`src/rtl/mdce_pkg.sv`:
```
package mdce_pkg;

    localparam int BYTE_W    = 8;
    localparam int BUF_LEN_W = 16;
    localparam int OUT_LEN_W = 16;
    localparam int SKIP_W    = 16;
    localparam int ACC_W     = 28;
    localparam int CNT_W     = 3;

    localparam logic [7:0] TAG_ES_DESC       = 8'h03;
    localparam logic [7:0] TAG_DEC_CONFIG    = 8'h04;
    localparam logic [7:0] TAG_DEC_SPECIFIC  = 8'h05;

    // bit positions inside a byte
    localparam int LEN_MORE_BIT  = 7;
    localparam int FLAG_DEP_BIT  = 7;
    localparam int FLAG_URL_BIT  = 6;
    localparam int FLAG_OCR_BIT  = 5;

    localparam logic [SKIP_W-1:0]    DEC_CONFIG_HDR_BYTES = 16'd13;
    localparam logic [SKIP_W-1:0]    DEP_FIELD_BYTES      = 16'd2;
    localparam logic [SKIP_W-1:0]    OCR_FIELD_BYTES      = 16'd2;
    localparam logic [BUF_LEN_W-1:0] MIN_BUFFER_BYTES     = 16'd5;
    localparam logic [CNT_W-1:0]     ES_ID_BYTES          = 3'd2;

    localparam logic KIND_PAYLOAD   = 1'b0;
    localparam logic KIND_NOT_FOUND = 1'b1;

    typedef struct packed {
        logic                 valid;
        logic                 kind;
        logic [BYTE_W-1:0]    data;
        logic [OUT_LEN_W-1:0] length;
        logic                 fin;
    } result_t;

endpackage

```
`src/rtl/mdce_walker.sv`:
```
module mdce_walker
    import mdce_pkg::*;
#(
    parameter int LENGTH_BITS      = 16,
    parameter int MAX_LENGTH_BYTES = 4
)
(
    input  logic                 clk,
    input  logic                 rst_n,
    input  logic                 step_en,
    input  logic [BYTE_W-1:0]    byte_value,
    input  logic [BUF_LEN_W-1:0] buffer_length,
    output result_t              res
);

    localparam int NEXT_W = LENGTH_BITS + 1;
    localparam int CMP_W  = (NEXT_W > BUF_LEN_W) ? NEXT_W : BUF_LEN_W;
    localparam int SUM_W  = ((NEXT_W > ACC_W) ? NEXT_W : ACC_W) + 1;

    typedef enum logic [3:0] {
        PH_FIRST, PH_TAG, PH_LEN, PH_ESID, PH_ESFLAGS, PH_DEPSKIP,
        PH_URLLEN, PH_SKIP, PH_PAYLOAD, PH_DONE, PH_SENT
    } phase_t;

    phase_t                 phase_reg, phase_next;
    logic [LENGTH_BITS-1:0] pos_reg, pos_next;
    logic [ACC_W-1:0]       acc_reg, acc_next;
    logic [CNT_W-1:0]       cnt_reg, cnt_next;
    logic [7:0]             tag_reg, tag_next;
    logic [7:0]             flags_reg, flags_next;
    logic [SKIP_W-1:0]      skip_reg, skip_next;
    logic [LENGTH_BITS-1:0] found_reg, found_next;

    logic [NEXT_W-1:0]      next_pos;
    logic                   last;
    logic                   overrun;
    logic                   fin;
    logic [SKIP_W-1:0]      flag_skip;

    assign next_pos = NEXT_W'(pos_reg) + NEXT_W'(1);
    assign last     = CMP_W'(next_pos) >= CMP_W'(buffer_length);

    always_comb
    begin
        phase_next = phase_reg;
        pos_next   = pos_reg;
        acc_next   = acc_reg;
        cnt_next   = cnt_reg;
        tag_next   = tag_reg;
        flags_next = flags_reg;
        skip_next  = skip_reg;
        found_next = found_reg;
        overrun    = 1'b0;
        fin        = 1'b0;
        flag_skip  = '0;
        res        = '0;

        unique case (phase_reg)
            PH_FIRST:
            begin
                if (buffer_length <= MIN_BUFFER_BYTES || byte_value != TAG_ES_DESC)
                begin
                    phase_next = PH_DONE;
                end
                else
                begin
                    tag_next   = byte_value;
                    acc_next   = '0;
                    cnt_next   = '0;
                    phase_next = PH_LEN;
                end
            end
            PH_TAG:
            begin
                tag_next   = byte_value;
                acc_next   = '0;
                cnt_next   = '0;
                phase_next = PH_LEN;
            end
            PH_LEN:
            begin
                acc_next = {acc_reg[ACC_W-8:0], byte_value[6:0]};
                cnt_next = cnt_reg + CNT_W'(1);
                overrun  = (SUM_W'(next_pos) + SUM_W'(acc_next)) > SUM_W'(buffer_length);
                // keep reading length groups while the continuation bit is set, up to MAX_LENGTH_BYTES
                if (!(byte_value[LEN_MORE_BIT] && cnt_next < CNT_W'(MAX_LENGTH_BYTES)))
                begin
                    if (overrun)
                    begin
                        phase_next = PH_DONE;
                    end
                    else if (tag_reg == TAG_DEC_SPECIFIC)
                    begin
                        if (acc_next == '0)
                        begin
                            phase_next = PH_DONE;
                        end
                        else
                        begin
                            found_next = LENGTH_BITS'(acc_next);
                            skip_next  = acc_next[SKIP_W-1:0];
                            phase_next = PH_PAYLOAD;
                        end
                    end
                    else if (tag_reg == TAG_ES_DESC)
                    begin
                        cnt_next   = '0;
                        phase_next = PH_ESID;
                    end
                    else if (tag_reg == TAG_DEC_CONFIG)
                    begin
                        skip_next  = DEC_CONFIG_HDR_BYTES;
                        phase_next = PH_SKIP;
                    end
                    else
                    begin
                        skip_next  = acc_next[SKIP_W-1:0];
                        phase_next = (acc_next[SKIP_W-1:0] != '0) ? PH_SKIP : PH_TAG;
                    end
                end
            end
            PH_ESID:
            begin
                cnt_next = cnt_reg + CNT_W'(1);
                if (cnt_next >= ES_ID_BYTES)
                begin
                    phase_next = PH_ESFLAGS;
                end
            end
            PH_ESFLAGS:
            begin
                flags_next = byte_value;
                flag_skip  = byte_value[FLAG_DEP_BIT] ? DEP_FIELD_BYTES : '0;
                if (byte_value[FLAG_URL_BIT])
                begin
                    skip_next  = flag_skip;
                    phase_next = (flag_skip != '0) ? PH_DEPSKIP : PH_URLLEN;
                end
                else
                begin
                    skip_next  = flag_skip +
                                 (byte_value[FLAG_OCR_BIT] ? OCR_FIELD_BYTES : '0);
                    phase_next = (skip_next != '0) ? PH_SKIP : PH_TAG;
                end
            end
            PH_DEPSKIP:
            begin
                skip_next = skip_reg - SKIP_W'(1);
                if (skip_next == '0)
                begin
                    phase_next = PH_URLLEN;
                end
            end
            PH_URLLEN:
            begin
                skip_next  = SKIP_W'(byte_value) +
                             (flags_reg[FLAG_OCR_BIT] ? OCR_FIELD_BYTES : '0);
                phase_next = (skip_next != '0) ? PH_SKIP : PH_TAG;
            end
            PH_SKIP:
            begin
                skip_next = skip_reg - SKIP_W'(1);
                if (skip_next == '0)
                begin
                    phase_next = PH_TAG;
                end
            end
            PH_PAYLOAD:
            begin
                skip_next  = skip_reg - SKIP_W'(1);
                fin        = (skip_next == '0) || last;
                res.valid  = 1'b1;
                res.kind   = KIND_PAYLOAD;
                res.data   = byte_value;
                res.length = OUT_LEN_W'(found_reg);
                res.fin    = fin;
                phase_next = fin ? PH_SENT : PH_PAYLOAD;
            end
            default:
            begin
            end
        endcase

        // last byte of the buffer: report not-found if nothing went out, then clear
        if (last)
        begin
            if (!res.valid && phase_next != PH_SENT)
            begin
                res.valid  = 1'b1;
                res.kind   = KIND_NOT_FOUND;
                res.data   = '0;
                res.length = '0;
                res.fin    = 1'b1;
            end
            phase_next = PH_FIRST;
            pos_next   = '0;
            acc_next   = '0;
            cnt_next   = '0;
            tag_next   = '0;
            flags_next = '0;
            skip_next  = '0;
            found_next = '0;
        end
        else
        begin
            pos_next = next_pos[LENGTH_BITS-1:0];
        end

        if (!step_en)
        begin
            res.valid = 1'b0;
        end
    end

    always_ff @(posedge clk or negedge rst_n)
    begin
        if (!rst_n)
        begin
            phase_reg <= PH_FIRST;
            pos_reg   <= '0;
            acc_reg   <= '0;
            cnt_reg   <= '0;
            tag_reg   <= '0;
            flags_reg <= '0;
            skip_reg  <= '0;
            found_reg <= '0;
        end
        else if (step_en)
        begin
            phase_reg <= phase_next;
            pos_reg   <= pos_next;
            acc_reg   <= acc_next;
            cnt_reg   <= cnt_next;
            tag_reg   <= tag_next;
            flags_reg <= flags_next;
            skip_reg  <= skip_next;
            found_reg <= found_next;
        end
    end

    a_last_clears: assert property (@(posedge clk) disable iff (!rst_n)
        (step_en && last) |=> (phase_reg == PH_FIRST && pos_reg == '0))
        else $error("walker state not cleared after last byte");

    a_payload_skip_nonzero: assert property (@(posedge clk) disable iff (!rst_n)
        (phase_reg == PH_PAYLOAD) |-> (skip_reg != '0))
        else $error("payload phase with no bytes left");

    a_not_found_final: assert property (@(posedge clk) disable iff (!rst_n)
        (res.valid && res.kind == KIND_NOT_FOUND) |-> (res.fin && res.length == '0))
        else $error("not-found result must be final and empty");

    a_result_on_step: assert property (@(posedge clk) disable iff (!rst_n)
        res.valid |-> step_en)
        else $error("result produced without a step");

endmodule

```
`src/rtl/mpeg4_descriptor_config_extractor.sv`:
```
// MPEG-4 descriptor walker: extracts the decoder-specific-info payload.
//
// Input stream (s_*): one byte of a codec configuration buffer per transfer,
// each carrying the buffer's total length. The buffer ends on the byte whose
// position reaches that length; the next transfer starts a new buffer.
// Output stream (m_*): the payload bytes of the first decoder-specific-info
// descriptor, each with the payload length, tlast on the final one; or a
// single not-found result (tuser = 1, tlast = 1) on the buffer's last byte.
//
// Stages: two register stages (input register, then the parse step into the
// output register); a byte's result is loaded into the output register by
// the step that takes that byte from the input register.
// Throughput: one byte per cycle while not stalled; the whole parse step for a
// byte is one pass of combinational logic between input and output registers.
// A stalled receiver holds the output register; the input register then
// fills and s_tready drops until m_tready returns. No byte is dropped.
// Reset clears the parser to expect the first tag of a new buffer and
// empties both registers.
module mpeg4_descriptor_config_extractor
    import mdce_pkg::*;
#(
    parameter int LENGTH_BITS      = 16,
    parameter int MAX_LENGTH_BYTES = 4
)
(
    input  logic        clk,
    input  logic        rst_n,
    input  logic        s_tvalid,
    output logic        s_tready,
    input  logic [23:0] s_tdata,   // byte_value[7:0], buffer_length[23:8]
    output logic        m_tvalid,
    input  logic        m_tready,
    output logic [23:0] m_tdata,   // payload_byte[7:0], payload_length[23:8]
    output logic [0:0]  m_tuser,   // result_kind[0]
    output logic        m_tlast
);

    logic                 in_valid_reg;
    logic [BYTE_W-1:0]    in_byte_reg;
    logic [BUF_LEN_W-1:0] in_len_reg;
    logic                 advance;

    result_t              res;
    logic                 out_valid_reg;
    logic                 out_kind_reg;
    logic [BYTE_W-1:0]    out_byte_reg;
    logic [OUT_LEN_W-1:0] out_len_reg;
    logic                 out_fin_reg;

    assign advance  = in_valid_reg && (!out_valid_reg || m_tready);
    assign s_tready = !in_valid_reg || advance;

    always_ff @(posedge clk or negedge rst_n)
    begin
        if (!rst_n)
        begin
            in_valid_reg <= 1'b0;
        end
        else if (s_tready)
        begin
            in_valid_reg <= s_tvalid;
        end
    end

    always_ff @(posedge clk)
    begin
        if (s_tvalid && s_tready)
        begin
            in_byte_reg <= s_tdata[7:0];
            in_len_reg  <= s_tdata[23:8];
        end
    end

    mdce_walker #(
        .LENGTH_BITS      (LENGTH_BITS),
        .MAX_LENGTH_BYTES (MAX_LENGTH_BYTES)
    ) u_walker (
        .clk           (clk),
        .rst_n         (rst_n),
        .step_en       (advance),
        .byte_value    (in_byte_reg),
        .buffer_length (in_len_reg),
        .res           (res)
    );

    always_ff @(posedge clk or negedge rst_n)
    begin
        if (!rst_n)
        begin
            out_valid_reg <= 1'b0;
        end
        else if (advance)
        begin
            out_valid_reg <= res.valid;
        end
        else if (m_tready)
        begin
            out_valid_reg <= 1'b0;
        end
    end

    // load payload only with a real result so a held transfer stays intact
    always_ff @(posedge clk)
    begin
        if (advance && res.valid)
        begin
            out_kind_reg <= res.kind;
            out_byte_reg <= res.data;
            out_len_reg  <= res.length;
            out_fin_reg  <= res.fin;
        end
    end

    assign m_tvalid = out_valid_reg;
    assign m_tdata  = {out_len_reg, out_byte_reg};
    assign m_tuser  = out_kind_reg;
    assign m_tlast  = out_fin_reg;

    a_ready_when_empty: assert property (@(posedge clk) disable iff (!rst_n)
        !out_valid_reg |-> s_tready)
        else $error("input stalled while output register is empty");

    a_step_needs_slot: assert property (@(posedge clk) disable iff (!rst_n)
        advance |-> (!out_valid_reg || m_tready))
        else $error("step would overwrite a pending result");

    a_hold_on_stall: assert property (@(posedge clk) disable iff (!rst_n)
        (m_tvalid && !m_tready) |=> (m_tvalid && $stable(m_tdata) && $stable(m_tlast)))
        else $error("pending result changed while stalled");

endmodule
```
`config.mk`:
```
export PLATFORM = sky130hd
export DESIGN_NAME = mpeg4_descriptor_config_extractor
export DESIGN_NICKNAME = d
export VERILOG_FILES = /design/src/rtl/mdce_pkg.sv /design/src/rtl/mdce_walker.sv /design/src/rtl/mpeg4_descriptor_config_extractor.sv
export SDC_FILE = /design/constraint.sdc
export NUM_CORES = 1
export LEC_CHECK = 0
export BUFFER_PORTS_ARGS = -buffer_cell sky130_fd_sc_hd__buf_2
export CAP_MARGIN = 0
export CORE_MARGIN = 2
export CORE_UTILIZATION = 62
export CTS_CLUSTER_DIAMETER = 50
export DETAILED_ROUTE_END_ITERATION = 6
export PLACE_DENSITY = 0.81
export REMOVE_ABC_BUFFERS = 1
export SYNTH_ARGS = -nofsm -noshare
export SYNTH_HDL_FRONTEND = slang
export SYNTH_SLANG_ARGS = --single-unit
```
`constraint.sdc`:
```
create_clock -name clk -period 7.1 [get_ports clk]
set_input_delay 1.065 -clock clk [delete_from_list [all_inputs] [get_ports clk]]
set_output_delay 1.065 -clock clk [all_outputs]
set_load 0.02 [all_outputs]
```
==> results by group, run 1 <==
Run status
  • Outcome: finished clean

Synthesis
  • Async set-reset flop share out of synthesis: 63.5%
  • Count of cell types in the netlist: 80
  • Mapped cell area: 0.00905 mm^2
  • Seq/Total Area, Yosys: between 40 and 50%
  • Main synth FF type: dfrtp_1
  • Mapped Cells: 1,007
  • Yosys warns: 0
  • Post-synth top area share: 24.1%
  • Largest area contributor in the netlist: dfrtp_1
  • Dominant cells by area after synthesis: dfrtp_1 (24%), edfxtp_1 (17%), ha_1 (8.4%), nand2_1 (6.1%), o21ai_0 (4.4%)
  • Syn Area/Cell: 8.98 um^2
  • Post-synth EDFFs: 50
  • #FFs+latches synth: 137

Final layout
  • Layout Utilization: 69.7%
  • Max FFs per register: 21
  • Layout cells sized above 1: 12.5%
  • Layout area overhead: 10.7%
  • Fin area: 0.0100 mm^2
  • Nets: 1,133
  • Antenna Diode Count: 0

Clocking
  • Total CTS buffers: 17
  • Post-CTS sizing: 0
  • Clk sinks: 137
  • CTS clk-pin slew, worst paths: 0.07 ns
  • Max Buffers Root-to-Sink: 2
  • Number of hold buffers added after cts: 0
  • Setup Buffers After CTS: 0
  • Root Driver: clkbuf_16
  • CTS H-tree lvls: 4
  • Worst-Skew Late Latency: 0.44 ns
  • CTS tree: yes

Drt
  • Initial DRC count: 848
  • Avg Vias per Cell: 6.45
  • Number of remaining DRC errors: 0
  • Detailed Route WL: 24,400 um
  • Pre-Repair DR Iteration Count: 5
  • Wire per inst: 19.7 um
  • Antenna-violating nets left: 0
  • Total number of vias: 7,996

Critical path
  • Worst r2r path cells: 26
  • Startpoint Class: flop
  • Critical path class: reg2reg
  • Crit end category: flop
  • Worst EP arrival: 6.58 ns
  • Critical Path RT: ~7 ns
  • CP max FO: 26

STA
  • Clk_skew: 0.00990 ns
  • Worst slew margin: between 20% and 30%
  • RSZ-0062 raised after global routing: false
  • Fmax: approximately 150 MHz
  • Final Max Tran Viols: 0
  • Worst-Margin Slew: 1.05 ns
  • Min Clock Period, post-route: 6.48 ns
  • Hold Slack: around 0.43 ns
  • Final hold viol count: 0
  • Fin Setup TNS: 0 ns
  • Finish-stage setup viols: 0
  • Period utilization: 91.3%

Power
  • Static leakage: 4.29 nW
  • Total power: 3.37 mW
  • Peak VDD IR: 0.283 mV
  • Power per Cell Area: 337 mW/mm^2

Floorplanning
  • Die X-Extent: between 100 and 150 um
  • Core area: 0.0144 mm^2
  • Total die area: 0.0156 mm^2
  • Num rows: 44
  • Chip height: 125 um
  • Initial Util: 63.0%
  • IO Pins: 56

Global routing
  • Largest net degree at the start of global routing: 81
  • First-pass GRT wire length: between 30,000 and 40,000 um
  • Vias in the first global route: 7,589
  • Total GRT Usage: around a third
  • Grt ovf: 0
  • Antenna violations before repair: 0

Placement
  • Port bufs: 55
  • Placed instance area: 0.00943 mm^2
  • Routability Congestion: 0.936
  • DP Wirelength: 17,200 um

Worst hold path
  • Hold Path Class: in2async

Job
  • Max_cap viols: 0
-- cells in the final DEF (no fill, tap or decap), drive strengths merged, types with 4 or more instances in the layout --
cell | netlist | routed
nor4 | 22 | 22
o21ai | 99 | 99
o31ai | 18 | 18
a21o | 7 | 7
buf | 14 | 66
a22oi | 9 | 9
o21bai | 4 | 4
edfxtp | 50 | 50
nand4 | 20 | 20
and3 | 35 | 35
o2111ai | 6 | 6
nand2b | 11 | 11
a211oi | 11 | 11
inv | 43 | 52
nor2 | 75 | 75
xor2 | 13 | 13
nor2b | 8 | 8
ha | 61 | 61
clkbuf | 35 | 19
a22o | 19 | 19
a31oi | 7 | 7
nor3 | 13 | 13
nand2 | 146 | 146
dfrtp | 87 | 87
nand3 | 25 | 25
nor3b | 4 | 4
a221oi | 4 | 4
a21oi | 69 | 69
xnor2 | 25 | 25
and2 | 7 | 7
or4 | 4 | 4
a21boi | 4 | 4
o211ai | 9 | 9
-- per-stage QoR --
stage	worst slack, ns	cells
CTS	0.778	1240
finish	0.617	1240
detailed placement	0.841	1208
global placement	1.09	1208
global route	0.227	1240
floorplan	0.610	958
-- cell usage after synthesis, drive strengths merged (4+ instances only) --
cell and number:
o2111ai 6, o21bai 4, nand2b 11, o21ai 99, a211oi 11, and3 35, o31ai 18, xor2 13
a22oi 9, buf 14, a22o 19, clkbuf 35, nor2 75, inv 43, or4 4, nor4 22
o211ai 9, dfrtp 87, a21boi 4, nand2 146, nand3 25, a21o 7, a21oi 69, a31oi 7
ha 61, edfxtp 50, xnor2 25, nor3 13, nand4 20, and2 7, nor2b 8, a221oi 4
nor3b 4
-- area by class of cell --
cell class,count,area (um^2)
clock inverters,13,126
multi-input cells,777,4990
flip-flops and latches,137,3680
clock buffers,19,464
inverters,44,165
repair buffers,66,360
fillers,1127,4350
well taps,184,230
-- worst max-delay path, cell delays in order (launching register included) --
cell	delay (ns)
dfrtp_1	0.44
ha_1	0.28
and3_1	0.25
nand4_1	0.21
nor2_1	0.21
xor2_1	0.29
ha_1	0.37
a21oi_1	0.24
a21boi_1	0.35
a21oi_1	0.12
nor2b_1	0.21
o21bai_1	0.08
a21oi_1	0.18
xnor2_1	0.14
ha_1	0.28
a21oi_1	0.19
nand2_1	0.09
nor4_1	0.29
a21oi_1	0.11
o31ai_1	0.12
nand4b_4	0.22
nor4_4	0.43
o21ai_1	0.14
o32ai_2	0.16
o21ai_1	0.16
a21oi_2	0.17
buf_4	0.36
-- path summary, 6_finish.rpt --
path	slack, ns	from	to
max	0.62	u_walker.pos_reg[0]	out_len_reg[15]
max in group asynchronous	5.45	rst_n	u_walker.tag_reg[7]
min reg2reg	0.47	u_walker.tag_reg[7]	u_walker.tag_reg[7]
min	0.43	rst_n	u_walker.acc_reg[17]
max reg2reg	0.62	u_walker.pos_reg[0]	out_len_reg[15]
min in group clk	0.47	u_walker.tag_reg[7]	u_walker.tag_reg[7]
-- where the power goes --
| part | leakage [nW] | internal (mW) | switching (mW) | total, mW |
|---|---|---|---|---|
| sequential | 1.65 | 0.972 | 0.200 | 1.17 |
| clock | 0.290 | 0.520 | 0.366 | 0.886 |
| combinational | 2.36 | 0.489 | 0.826 | 1.32 |
| total | 4.29 | 1.98 | 1.39 | 3.37 |
-- cell families (layout without fill, tap and decap cells) --
logic type	after synthesis	count (layout)	share of synthesized area, %
fa+ha+maj	62	62	8.66
xor+xnor	38	38	3.68
simple gates	384	384	21.1
compound gates	292	292	21.5
flops	137	137	40.7
buf+inv	93	142	4.30
mux	1	1	0.111
-- per-layer routing --
layer,vias up,global-route usage [%],wire (um)
li1,3779,-,-
met1,3806,43.7,10400
met2,371,50.5,11500
met3,40,7.86,2140
met4,0,9.98,380
met5,-,0,0
Power figures use the tool's default switching activity.
==> inputs of run 2 (changes only) <==
Settings changed: RECOVER_POWER set to 50.
==> run 2 against run 1 <==
  * The run now ends with design-rule violations, max-capacitance violations, max-slew violations left
  * Critical path depth unchanged
  * Via count decreased by 0.15%
  * Die area unchanged
  * Sequential cell count unchanged
  * Global-route usage unchanged
  * Non-clock buffer count unchanged
==> results by group, run 2 (synthesis results as in run 1) <==
Drt
  • Detailed Route WL: 24,400 um (about the same)
  • Total number of vias: 7,984 (-0.15%)
  • Initial DRC count: 866 (+2.1%)
  • Wire per inst: 19.7 um (about the same)
  • Number of remaining DRC errors: 5 (+5)
  • Antenna-violating nets left: 0 (unchanged)
  • Pre-Repair DR Iteration Count: 7 (+2)
  • Avg Vias per Cell: 6.44 (-0.15%)

Clocking
  • Worst-Skew Late Latency: 0.44 ns (about the same)
  • CTS clk-pin slew, worst paths: 0.06 ns (about the same)
  • Post-CTS sizing: 0 (unchanged)
  • CTS H-tree lvls: 4 (unchanged)
  • Total CTS buffers: 17 (unchanged)
  • CTS tree: yes
  • Root Driver: clkbuf_16
  • Clk sinks: 137 (unchanged)
  • Number of hold buffers added after cts: 0 (unchanged)
  • Max Buffers Root-to-Sink: 2 (unchanged)
  • Setup Buffers After CTS: 0 (unchanged)

STA
  • Worst-Margin Slew: 4.29 ns (+3.24 ns)
  • RSZ-0062 raised after global routing: false
  • Clk_skew: 0.00977 ns (-0.000130 ns)
  • Fin Setup TNS: 0 ns (unchanged)
  • Period utilization: 91.3% (about the same)
  • Final hold viol count: 0 (unchanged)
  • Fmax: 154 MHz (about the same)
  • Final Max Tran Viols: 81 (+81)
  • Min Clock Period, post-route: 6.48 ns (-0.00160 ns)
  • Final worst setup slack: 0.619 ns (+0.00160 ns)
  • Hold Slack: 0.477 ns (+0.0500 ns)
  • Worst slew margin: -186% (-220 points)
  • Finish-stage setup viols: 0 (unchanged)

Worst hold path
  • Hold Path Class: reg2reg

Global routing
  • Total GRT Usage: 31.9% (unchanged)
  • Vias in the first global route: 7,589 (unchanged)
  • Largest net degree at the start of global routing: 81 (unchanged)
  • Antenna violations before repair: 0 (unchanged)
  • First-pass GRT wire length: 39,400 um (unchanged)
  • Grt ovf: 0 (unchanged)

Final layout
  • Most frequent cells in the layout: nand2_1 (146), dfrtp_1 (87), o21ai_0 (80)
  • Nets: 1,133 (unchanged)
  • Non-Filler Instances: 1,240 (unchanged)
  • Fin area: 0.00998 mm^2 (-0.34%)
  • Layout cells sized above 1: 10.7% (-1.8 points)
  • Max FFs per register: 21 (unchanged)
  • Layout Utilization: 69.5% (-0.24 points)
  • Leading cell type in the layout, fill and taps excluded: nand2_1
  • Fill cells: 1,143 (+1.4%)
  • Layout area overhead: 10.3%
  • Antenna Diode Count: 0 (unchanged)

Placement
  • Worst slack, placed: 0.841 ns (unchanged)
  • Routability Congestion: 0.936 (unchanged)
  • Placed instance area: 0.00943 mm^2 (unchanged)
  • Port bufs: 55 (unchanged)
  • Cell total after placement: 1,208 (unchanged)
  • DP Wirelength: 17,200 um (unchanged)

Critical path
  • R2R Setup Slk: 0.62 ns (about the same)
  • Startpoint Class: flop
  • Worst EP arrival: 6.58 ns (about the same)
  • CP max FO: 26 (unchanged)
  • Crit end category: flop
  • Critical Path RT: 7.20 ns (about the same)
  • Critical path class: reg2reg

Power
  • Power per Cell Area: 337 mW/mm^2 (+0.11%)
  • Static leakage: 4.23 nW (-1.3%)
  • Total power: 3.36 mW (-0.23%)
  • Peak VDD IR: 0.283 mV (about the same)

Floorplanning
  • Num rows: 44 (unchanged)
  • Core area: 0.0144 mm^2 (unchanged)
  • Total die area: 0.0156 mm^2 (unchanged)
  • Initial Util: 63.0% (unchanged)
  • IO Pins: 56 (unchanged)
  • Die X-Extent: 125 um (unchanged)
  • Chip height: 125 um (unchanged)

Run status
  • Outcome: complete, but fails checks
  • Failing checks: design-rule violations, max-capacitance violations, max-slew violations

Job
  • Max_cap viols: 1 (+1)
==> run 2: critical path, stage by stage, from the launching register on <==
cell	delay, ns
dfrtp_1	0.44
ha_1	0.28
and3_1	0.25
nand4_1	0.21
nor2_1	0.20
xor2_1	0.29
ha_1	0.38
a21oi_1	0.24
a21boi_1	0.35
a21oi_1	0.12
nor2b_1	0.21
o21bai_1	0.08
a21oi_1	0.18
xnor2_1	0.14
ha_1	0.28
a21oi_1	0.20
nand2_1	0.10
nor4_1	0.29
a21oi_1	0.11
o31ai_1	0.13
nand4b_4	0.22
nor4_4	0.43
o21ai_1	0.15
o32ai_2	0.16
o21ai_1	0.16
a21oi_2	0.17
buf_4	0.36
==> run 2: final cells by class <==
| cell class | count | area (um^2) | share of cell area, % |
|---|---|---|---|
| clock inverter | 13 | 126 | 1.27 |
| tap | 184 | 230 | 2.31 |
| clock buffer | 19 | 464 | 4.65 |
| timing repair buffer | 66 | 327 | 3.27 |
| multi-input combinational | 777 | 4990 | 50.0 |
| sequential | 137 | 3680 | 36.9 |
| inverter | 44 | 165 | 1.65 |
==> run 2: routing by layer <==
| layer | track usage, % | share of wire [%] | wire [um] | vias to the layer above |
|---|---|---|---|---|
| li1 | - | - | - | 3784 |
| met1 | 43.7 | 43 | 10600 | 3780 |
| met2 | 50.5 | 47 | 11400 | 374 |
| met3 | 7.86 | 8.3 | 2040 | 46 |
| met4 | 9.98 | 1.7 | 427 | 0 |
| met5 | 0 | 0 | 0 | - |
==> run 2: where the power goes <==
group	switching, mW	total (mW)	internal (mW)
clock network	0.369	0.889	0.520
registers	0.200	1.17	0.972
logic	0.825	1.30	0.479
total	1.39	3.36	1.97
==> run 2: path summary, 6_finish.rpt <==
| check | from | to | depth (start not counted) |
|---|---|---|---|
| max reg2reg | u_walker.pos_reg[0] | out_len_reg[15] | 26 |
| max | u_walker.pos_reg[0] | out_len_reg[15] | 26 |
| min reg2reg | u_walker.tag_reg[4] | u_walker.tag_reg[4] | 2 |
| min in group asynchronous | rst_n | u_walker.acc_reg[17] | 1 |
| min | u_walker.tag_reg[4] | u_walker.tag_reg[4] | 2 |
| max in group asynchronous | rst_n | u_walker.tag_reg[7] | 2 |
==> inputs of run 3 (changes only) <==
Settings changed: CORE_ASPECT_RATIO set to 1.2.
==> run 3 against run 2 <==
  * The flow finishes with violations (max-capacitance violations, max-slew violations)
  * Core utilization shrank 0.16 points
  * Clock power is essentially flat
  * Fmax grew 2.4%
  * Sequential power is essentially flat
  * Final area shrank 0.34%
  * Sequential share of layout area grew 0.13 points
  * Power shrank 0.65%
  * Worst hold slack gained 0.0090 ns
  * Global-route usage shrank 1.3 points
  * First-iteration DRC count grew 3.9%
  * Largest cell class unchanged
==> results by group, run 3 (synthesis results as in run 1) <==
Global routing
  • Largest net degree at the start of global routing: 71 (-12%)
  • Antenna violations before repair: 0 (unchanged)
  • Total GRT Usage: 30.7% (-1.3 points)
  • First-pass GRT wire length: 37,200 um (-5.7%)
  • Vias in the first global route: 7,282 (-4.0%)
  • Grt ovf: 0 (unchanged)

Floorplanning
  • Total die area: 0.0156 mm^2 (about the same)
  • Num rows: 48 (+9.1%)
  • Core area: 0.0144 mm^2 (-0.10%)
  • Die X-Extent: 114 um (-8.4%)
  • Initial Util: 63.0% (+0.066 points)
  • Chip height: 136 um (+9.2%)
  • IO Pins: 56 (unchanged)

Clocking
  • Worst-Skew Late Latency: 0.43 ns (about the same)
  • CTS clk-pin slew, worst paths: 0.06 ns (about the same)
  • Number of hold buffers added after cts: 0 (unchanged)
  • Clk sinks: 137 (unchanged)
  • CTS H-tree lvls: 4 (unchanged)
  • Max Buffers Root-to-Sink: 2 (unchanged)
  • Total CTS buffers: 17 (unchanged)
  • Post-CTS sizing: 0 (unchanged)
  • CTS tree: yes
  • Root Driver: clkbuf_16
  • Setup Buffers After CTS: 0 (unchanged)

Critical path
  • Startpoint Class: flop
  • Crit path from: u_walker.pos_reg[0]
  • CP max FO: 26 (unchanged)
  • Slowest stage delay, CP: 0.45 ns (about the same)
  • Critical Path RT: 7.19 ns (about the same)
  • Slowest stage cell, crit path: dfrtp_1
  • Worst EP arrival: 6.42 ns (-0.16 ns)
  • R2R Path Start: u_walker.pos_reg[0]
  • Critical path class: reg2reg
  • CP bufs+invs: 1 (unchanged)
  • Crit end category: flop
  • Worst path top cell family by delay: compound AO/OA/AOI/OAI gates

STA
  • Fin Setup TNS: 0 ns (unchanged)
  • Clk_skew: 0.0110 ns (+0.00125 ns)
  • Min Clock Period, post-route: 6.33 ns (-0.155 ns)
  • Hold Slack: 0.486 ns (+0.00897 ns)
  • Final hold viol count: 0 (unchanged)
  • Final Max Tran Viols: 96 (+19%)
  • Period utilization: 89.1% (-2.2 points)
  • RSZ-0062 raised after global routing: false
  • Finish-stage setup viols: 0 (unchanged)
  • Fmax: 158 MHz (+2.4%)
  • Worst slew margin: -150% (+36 points)
  • Worst-Margin Slew: 3.76 ns (-0.536 ns)

Final layout
  • Max FFs per register: 21 (unchanged)
  • Most frequent cells in the layout: nand2_1 (146), dfrtp_1 (87), o21ai_0 (80)
  • Nets: 1,131 (-0.18%)
  • Leading cell type in the layout, fill and taps excluded: nand2_1
  • Fill cells: 1,136 (-0.61%)
  • Antenna Diode Count: 0 (unchanged)
  • Layout cells sized above 1: 9.49% (-1.2 points)
  • Layout area overhead: 9.97%
  • Fin area: 0.00995 mm^2 (-0.34%)
  • Layout Utilization: 69.3% (-0.16 points)

Power
  • Comb pwr share: 38.3% (-0.5 points)
  • Power per Cell Area: 336 mW/mm^2 (-0.32%)
  • Switch Pwr: 1.37 mW (-1.5%)
  • Sequential share of power: 35.1% (+0.3 points)
  • Peak VDD IR: 0.244 mV (-14%)
  • Static leakage: 4.19 nW (-1.0%)
  • Pint: 1.97 mW (about the same)
  • Clk pwr share: 26.7% (+0.3 points)
  • Switching part of the total power: 41.1% (-0.36 points)

Drt
  • Total number of vias: 7,884 (-1.3%)
  • Antenna-violating nets left: 0 (unchanged)
  • Initial DRC count: 900 (+3.9%)
  • Pre-Repair DR Iteration Count: 6 (-1)
  • Wire per inst: 18.8 um (-4.7%)
  • Avg Vias per Cell: 6.41 (-0.37%)
  • Detailed Route WL: 23,100 um (-5.5%)
  • Number of remaining DRC errors: 0 (-5)

Run status
  • Failing checks: max-capacitance violations, max-slew violations
  • Outcome: complete, but fails checks

Placement
  • Routability Congestion: 0.961 (+2.7%)
  • DP Wirelength: 16,800 um (-2.5%)
  • Placed instance area: 0.00940 mm^2 (-0.28%)
  • Port bufs: 55 (unchanged)

Worst hold path
  • Worst hold start: u_walker.tag_reg[6]
  • Hold Path Class: reg2reg

Job
  • Max_cap viols: 2 (+1)
==> run 3: changes by cell type in the layout (fill, tap and decap cells not counted), sizes merged <==
cell,before,now
buf,47,35
clkbuf,38,47
clkinv,2,6
inv,52,48
bufinv,1,2
==> run 3: area by class of cell <==
class | count | area, um^2 | area share [%]
Clock buffer | 18 | 429 | 4.31
Clock inverter | 14 | 161 | 1.62
Inverter | 44 | 165 | 1.66
Multi-Input combinational cell | 777 | 4990 | 50.2
Sequential cell | 137 | 3680 | 37.0
Tap cell | 175 | 219 | 2.20
Timing Repair Buffer | 64 | 304 | 3.06
==> run 3: per-stage QoR <==
step / setup WS, ns / std cells / power [mW]
global route: 0.266 / 1229 / 3.55
global placement: 1.03 / 1197 / 2.42
floorplan: 0.610 / 958 / 2.06
finish: 0.773 / 1229 / 3.34
CTS: 0.798 / 1229 / 3.32
detailed placement: 0.837 / 1197 / 2.44
==> run 3: final timing paths <==
check | end | slack (ns) | cells after the start
max in group asynchronous | u_walker.tag_reg[0] | 2.11 | 2
min in group asynchronous | u_walker.pos_reg[0] | 0.85 | 1
worst max register to register | out_byte_reg[7] | 0.77 | 25
worst min register to register | u_walker.tag_reg[6] | 0.49 | 2
worst max-delay path | out_byte_reg[7] | 0.77 | 25
worst min-delay path | u_walker.tag_reg[6] | 0.49 | 2
==> run 3: worst register-to-register path, cell delays in order, from the launching register on <==
cell	delay, ns
dfrtp_1	0.45
ha_1	0.27
and3_1	0.25
nand4_1	0.21
nor2_1	0.21
xor2_1	0.26
ha_1	0.36
a21oi_1	0.22
a21boi_1	0.32
a21oi_1	0.12
nor2b_1	0.20
o21bai_1	0.09
a21oi_1	0.17
xnor2_1	0.09
ha_1	0.32
nand3_1	0.11
nor2_1	0.14
nand4_1	0.12
o31ai_1	0.43
nand4b_4	0.24
nor4_4	0.43
o21ai_1	0.14
o32ai_2	0.15
o21ai_1	0.16
a21oi_2	0.17
buf_4	0.35
==> run 3: layer usage <==
metal,track usage (%),share of wire [%]
met5,0,0
met4,18.1,5.0
met3,5.93,6.9
met2,48.8,47
met1,38.9,41
==> run 3: power by group through the flow <==
stage / Clock [mW] / Sequential [mW] / Combinational [mW]
4_1_cts: 0.889 / 1.16 / 1.27
6_report: 0.891 / 1.17 / 1.28
3_3_place_gp: 0 / 1.17 / 1.25
3_5_place_dp: 0 / 1.18 / 1.26
2_1_floorplan: 0 / 1.16 / 0.906
5_1_grt: 0.928 / 1.20 / 1.43
